**config.mk**
```make
export PLATFORM = sky130hd
export DESIGN_NAME = bfha_ram
export DESIGN_NICKNAME = d
export VERILOG_FILES = /design/src/hw/rtl/bfha_ram.sv
export SDC_FILE = /design/constraint.sdc
export NUM_CORES = 2
export LEC_CHECK = 0
export ABC_AREA = 1
export BUFFER_PORTS_ARGS = -buffer_cell sky130_fd_sc_hd__buf_2
export CELL_PAD_IN_SITES_DETAIL_PLACEMENT = 1
export CELL_PAD_IN_SITES_GLOBAL_PLACEMENT = 1
export CORE_MARGIN = 2
export CORE_UTILIZATION = 40
export DETAILED_ROUTE_END_ITERATION = 10
export PLACE_DENSITY_LB_ADDON = 0.1
export SETUP_SLACK_MARGIN = 0.15
export SLEW_MARGIN = 15
export SYNTH_ARGS = -nofsm -noshare
export SYNTH_HDL_FRONTEND = slang
export SYNTH_SLANG_ARGS = --single-unit
```
**constraint.sdc**
```tcl
create_clock -name clk -period 2.1 [get_ports clk]
set_input_delay 0.21 -clock clk [delete_from_list [all_inputs] [get_ports clk]]
set_output_delay 0.21 -clock clk [all_outputs]
set_load 0.01 [all_outputs]
```
**src/hw/rtl/bfha_ram.sv**
```systemverilog
// ----------------------------------------------------------------------------
// bfha_ram
// Generic single-write, single-read RAM with a registered read port.
// ----------------------------------------------------------------------------
module bfha_ram #(
  parameter int WIDTH = 8,
  parameter int DEPTH = 256
) (
  input  logic                     clk,
  input  logic                     we,
  input  logic [$clog2(DEPTH)-1:0] waddr,
  input  logic [WIDTH-1:0]         wdata,
  input  logic [$clog2(DEPTH)-1:0] raddr,
  output logic [WIDTH-1:0]         rdata
);

  logic [WIDTH-1:0] mem [DEPTH];

  always_ff @(posedge clk) begin
    if (we) begin
      mem[waddr] <= wdata;
    end
    rdata <= mem[raddr];
  end

endmodule

```
; ---- Word-level counts from Yosys, hierarchy flattened
; Memories as Yosys holds them, arrays and structs flattened. A register that Yosys moved wholly into a read port is not among the register bits.
; Index checks and enable logic that the tools add are counted.
[op_classes]
mux = 2
[ops]
columns = op, n
row1 = 2-to-1 mux 1 bit, 2
[totals]
ram_bits = 2048
out_inout_bits = 8
word_cells = 3
memories = 1
inputBits = 26
regBits = 0
[memory_table]
columns = memory, words, width, read_ports, rd_clocked_by_memory_dff, wr, line
row1 = mem, 256, 8, 1, 1, 1, 17  ; logic [WIDTH-1:0] mem [DEPTH];

; ---- Longest topological paths before layout
[depth]
word_depth = 2
ltp_mapped = 15
ltp_nobuf = 11

; ---- Worst setup path before layout
; Ideal clock, no wire load.
[synth_path]
kind = input port to flip-flop
startpoint = input port we
endpoint = memory mem[162][0], enable pin
n_path_buf = 2
arrival_time_ns = 1.331
stages = 4
setup_slack_ns = 0.399
setup_time_ns = 0.370
required_ns = 1.730
path_cell_list = clkbuf_1 nand3_1 clkbuf_1 nor2_1
[synth_between]
elab_chain_len = 2
[synth_lines]
columns = element, line
row1 = "start, declared", 10  ; input logic we,
row2 = 2-to-1 mux 1 bit, 20  ; if (we) begin
row3 = 2-to-1 mux 1 bit (implied by the code), 21  ; mem[waddr] <= wdata;
row4 = "end, declared", 17
; No other way between the ends.

==> summary.txt <==
Logic synthesis
  • Mapped Cells: 7,003
  • Synth Area in Simple Gates: 0.229
  • Synthesized Nets: 7,029
  • Post-synthesis sequential area ratio: 0.739
  • FF+latch count, synth: 2,056
  • Adder-Cell Fraction of Synth Area: 0
  • Syn Area/Cell: 11.9 um2
  • Post-synthesis xor/xnor area fraction: 0
  • Multiplexer share of the synthesized area: 0
  • Top cell type's share of synthesized area: 0.737
  • Yosys warns: 0
  • Yosys cell types: 14
  • Cell taking the most area after synthesis: edfxtp_1
  • Area contributors post-synth: edfxtp_1 (74%), nand3_1 (12%), nand2_1 (9.6%)
  • Post-synthesis cell area: 83,400 um2
  • Synth Area in Compound Gates: 0
  • Largest family of logic cells by synthesized area: simple AND/OR/NAND/NOR gates

Timing
  • Slew HR: 0.290
  • Fin crit period: 1.92 ns
  • Maximum clock frequency: 521 MHz
  • Max Slew Vio Count: 0
  • Endpoints failing setup: 0
  • Final Hold Viols: 0
  • RSZ-0062 raised after global routing: true
  • Setup WS post-layout: 0.181 ns
  • Tcrit/Tclk final: 0.914
  • Slew @ Worst Pin: 1.06 ns
  • Setup Skew: 0.0315 ns

Drt
  • Vias: 57,237
  • Metal-1 WL: 122,000 um
  • Via/cell ratio: 5.44
  • Final antenna-violating net count: 0
  • Remaining DRCs: 0
  • DR iter-0 viols: 5,231
  • Drt wl/cell: 25.8 um
  • Routed wire length: 272,000 um
  • Routed met3 length: 13,800 um
  • DR pass1 iterations: 6
  • Routed met2 length: 130,000 um
  • Top Metal Used: met4

Final layout
  • Most common cell after layout, fill and taps aside: nand2_1
  • Design area: 99,600 um2
  • Share of layout cells above drive strength 1: 0.146
  • Nets: 7,578
  • Final Util: 0.481
  • Commonest cells after routing, fill and taps aside: nand2_1 (2,104), edfxtp_1 (2,048), nand3_1 (2,011), buf_4 (610), nor2_1 (283)
  • Layout area overhead: 19.4%
  • Final std cells w/o fill: 10,528

Power and ir drop
  • Switch share: 0.233
  • Flop pwr share: 0.507
  • P_leak: 35.8 nW
  • Total power: 0.0892 W
  • Logic pwr share: 0.071
  • Internal power: 0.0685 W
  • Part of the power in the clock network: 0.422
  • Peak VDD IR: 0.912 mV
  • Power Dens Cells: 896 nW/um2
  • Total net switching power: 0.0208 W

GRT
  • Pin count of the biggest net entering global routing: 81
  • Remaining global-route overflow: 0
  • Vias in the first global route: 59,164
  • Total track usage: 0.257
  • Initial antenna violation count: 11
  • First-pass GRT wire length: 402,000 um

Setup path
  • Reg2reg path depth: 10
  • Critical Path Fanout Max: 1
  • RR Endpoint: rdata[2]$_DFF_P_
  • End of the critical path: rdata[2]$_DFF_P_
  • Critical path type: flip-flop to flip-flop
  • CP startpoint: mem[159][2]$_DFFE_PP_
  • Startpoint types: flip-flop
  • Crit. End Element: flip-flop
  • Flop2flop setup slack: 0.18 ns
  • R2r startpoint: mem[159][2]$_DFFE_PP_
  • Arrival time at the worst endpoint: 2.68 ns
  • Crit path required time: 2.87 ns

Clock tree
  • Worst-path clk slew: 0.06 ns
  • CTS sink count: 2,056
  • Post-CTS setup repair buffer count: 0
  • Clock Tree Buf Depth: 3
  • CTS tree: done
  • Clk_lat worst skew: 0.88 ns
  • Number of buffers created by CTS: 218
  • H-tree depth reported by CTS: 4
  • Root buf cell: clkbuf_16

Die
  • Die width: 461 um
  • Initial core utilization: 0.403
  • Row count: 167
  • Die Ht: 461 um
  • DIE AREA: 212,000 um2
  • Core area: 207,000 um2
  • Ports: 34

Placed design
  • # placed instances: 10,110
  • Setup WS pre-CTS: -0.810 ns
  • Detailed-placement wirelength estimate: 175,000 um
  • Routability Congestion: 0.854
  • Placed cell areas: 92,500 um2
  • # port buffers: 33

Worst hold path
  • Worst Hold Class: primary input to flip-flop
  • Hold depth: 7

Flow run
  • Max_cap viols: 0

Run status
  • Outcome: completed
==> cells in the mapped netlist <==
library cell / n
inv_1: 36
edfxtp_1: 2048
buf_6: 16
buf_4: 46
dfxtp_1: 8
inv_2: 2
buf_1: 40
clkbuf_1: 112
buf_8: 1
inv_4: 1
buf_2: 268
nand2_1: 2123
nor2_1: 283
nand3_1: 2019
==> logic make-up (layout without fill, tap and decap cells) <==
kind of cell | Yosys count | in the layout
flops | 2056 | 2056
buf+inv | 522 | 1255
simple gates | 4425 | 4425
other cells | 0 | 4
==> power groups by stage <==
stage | clock network (W) | registers (W) | logic [W]
floorplan | 0 | 0.0461 | 0.00279
global placement | 0 | 0.0461 | 0.00628
detailed placement | 0 | 0.0461 | 0.00634
CTS | 0.0383 | 0.0453 | 0.00640
global route | 0.0397 | 0.0452 | 0.00684
finish | 0.0377 | 0.0453 | 0.00633
==> per-stage QoR <==
stage | setup TNS (ns) | hold slack (ns)
after floorplan | 0 | 0.309
after global placement | -6.04 | 0.578
after detailed placement | -6.06 | 0.575
after CTS | 0 | 0.0431
after global routing | 0 | 0.107
final | 0 | 0.105
==> critical path, cell delays in order, from the launching register on <==
cell and delay [ns]:
edfxtp_1 0.36, nand2_1 0.09, nand3_1 0.10, nand3_1 0.15
nand3_1 0.18, nand3_1 0.20, nand3_1 0.09, nand3_1 0.25
nand2_1 0.16, nand2_4 0.15, nand2_1 0.07
==> worst min-delay path by stage <==
stage                   from                   end  slack, ns
floorplan           wdata[0]   mem[0][0]$_DFFE_PP_       0.31
global placement    wdata[7]  mem[99][7]$_DFFE_PP_       0.58
detailed placement  wdata[7]  mem[99][7]$_DFFE_PP_       0.57
global route        raddr[5]      rdata[5]$_DFF_P_       0.11
finish              raddr[5]      rdata[5]$_DFF_P_       0.10
CTS                 raddr[5]      rdata[5]$_DFF_P_       0.04
==> flip-flops by register name, indices dropped and copies added, names as in the netlist <==
signal  cells
rdata       8
mem      2048
==> layer usage <==
layer  GRT usage  up-vias
met2       0.422     1469
met3      0.0297      321
li1            -    26009
met1       0.365    29438
met4      0.0639        0
met5           0        -
==> repair_timing <==
action / CTS / global route
resized for setup: 9 / 7
setup endpoints to repair: 6 / 7
endpoints found under the hold margin: 1002 / 0
hold buffers: 10 / 0
gates cloned: 0 / 0
==> cell type report <==
cell class | instances | area (um2)
Fill cell | 21513 | 107000
Sequential cell | 2056 | 61700
Multi-Input combinational cell | 4425 | 19200
Timing Repair Buffer | 812 | 8140
Clock buffer | 277 | 5760
Tap cell | 2788 | 3490
Clock inverter | 127 | 1110
Inverter | 39 | 180
Antenna cell | 4 | 10.0
Power figures use the tool's default switching activity.
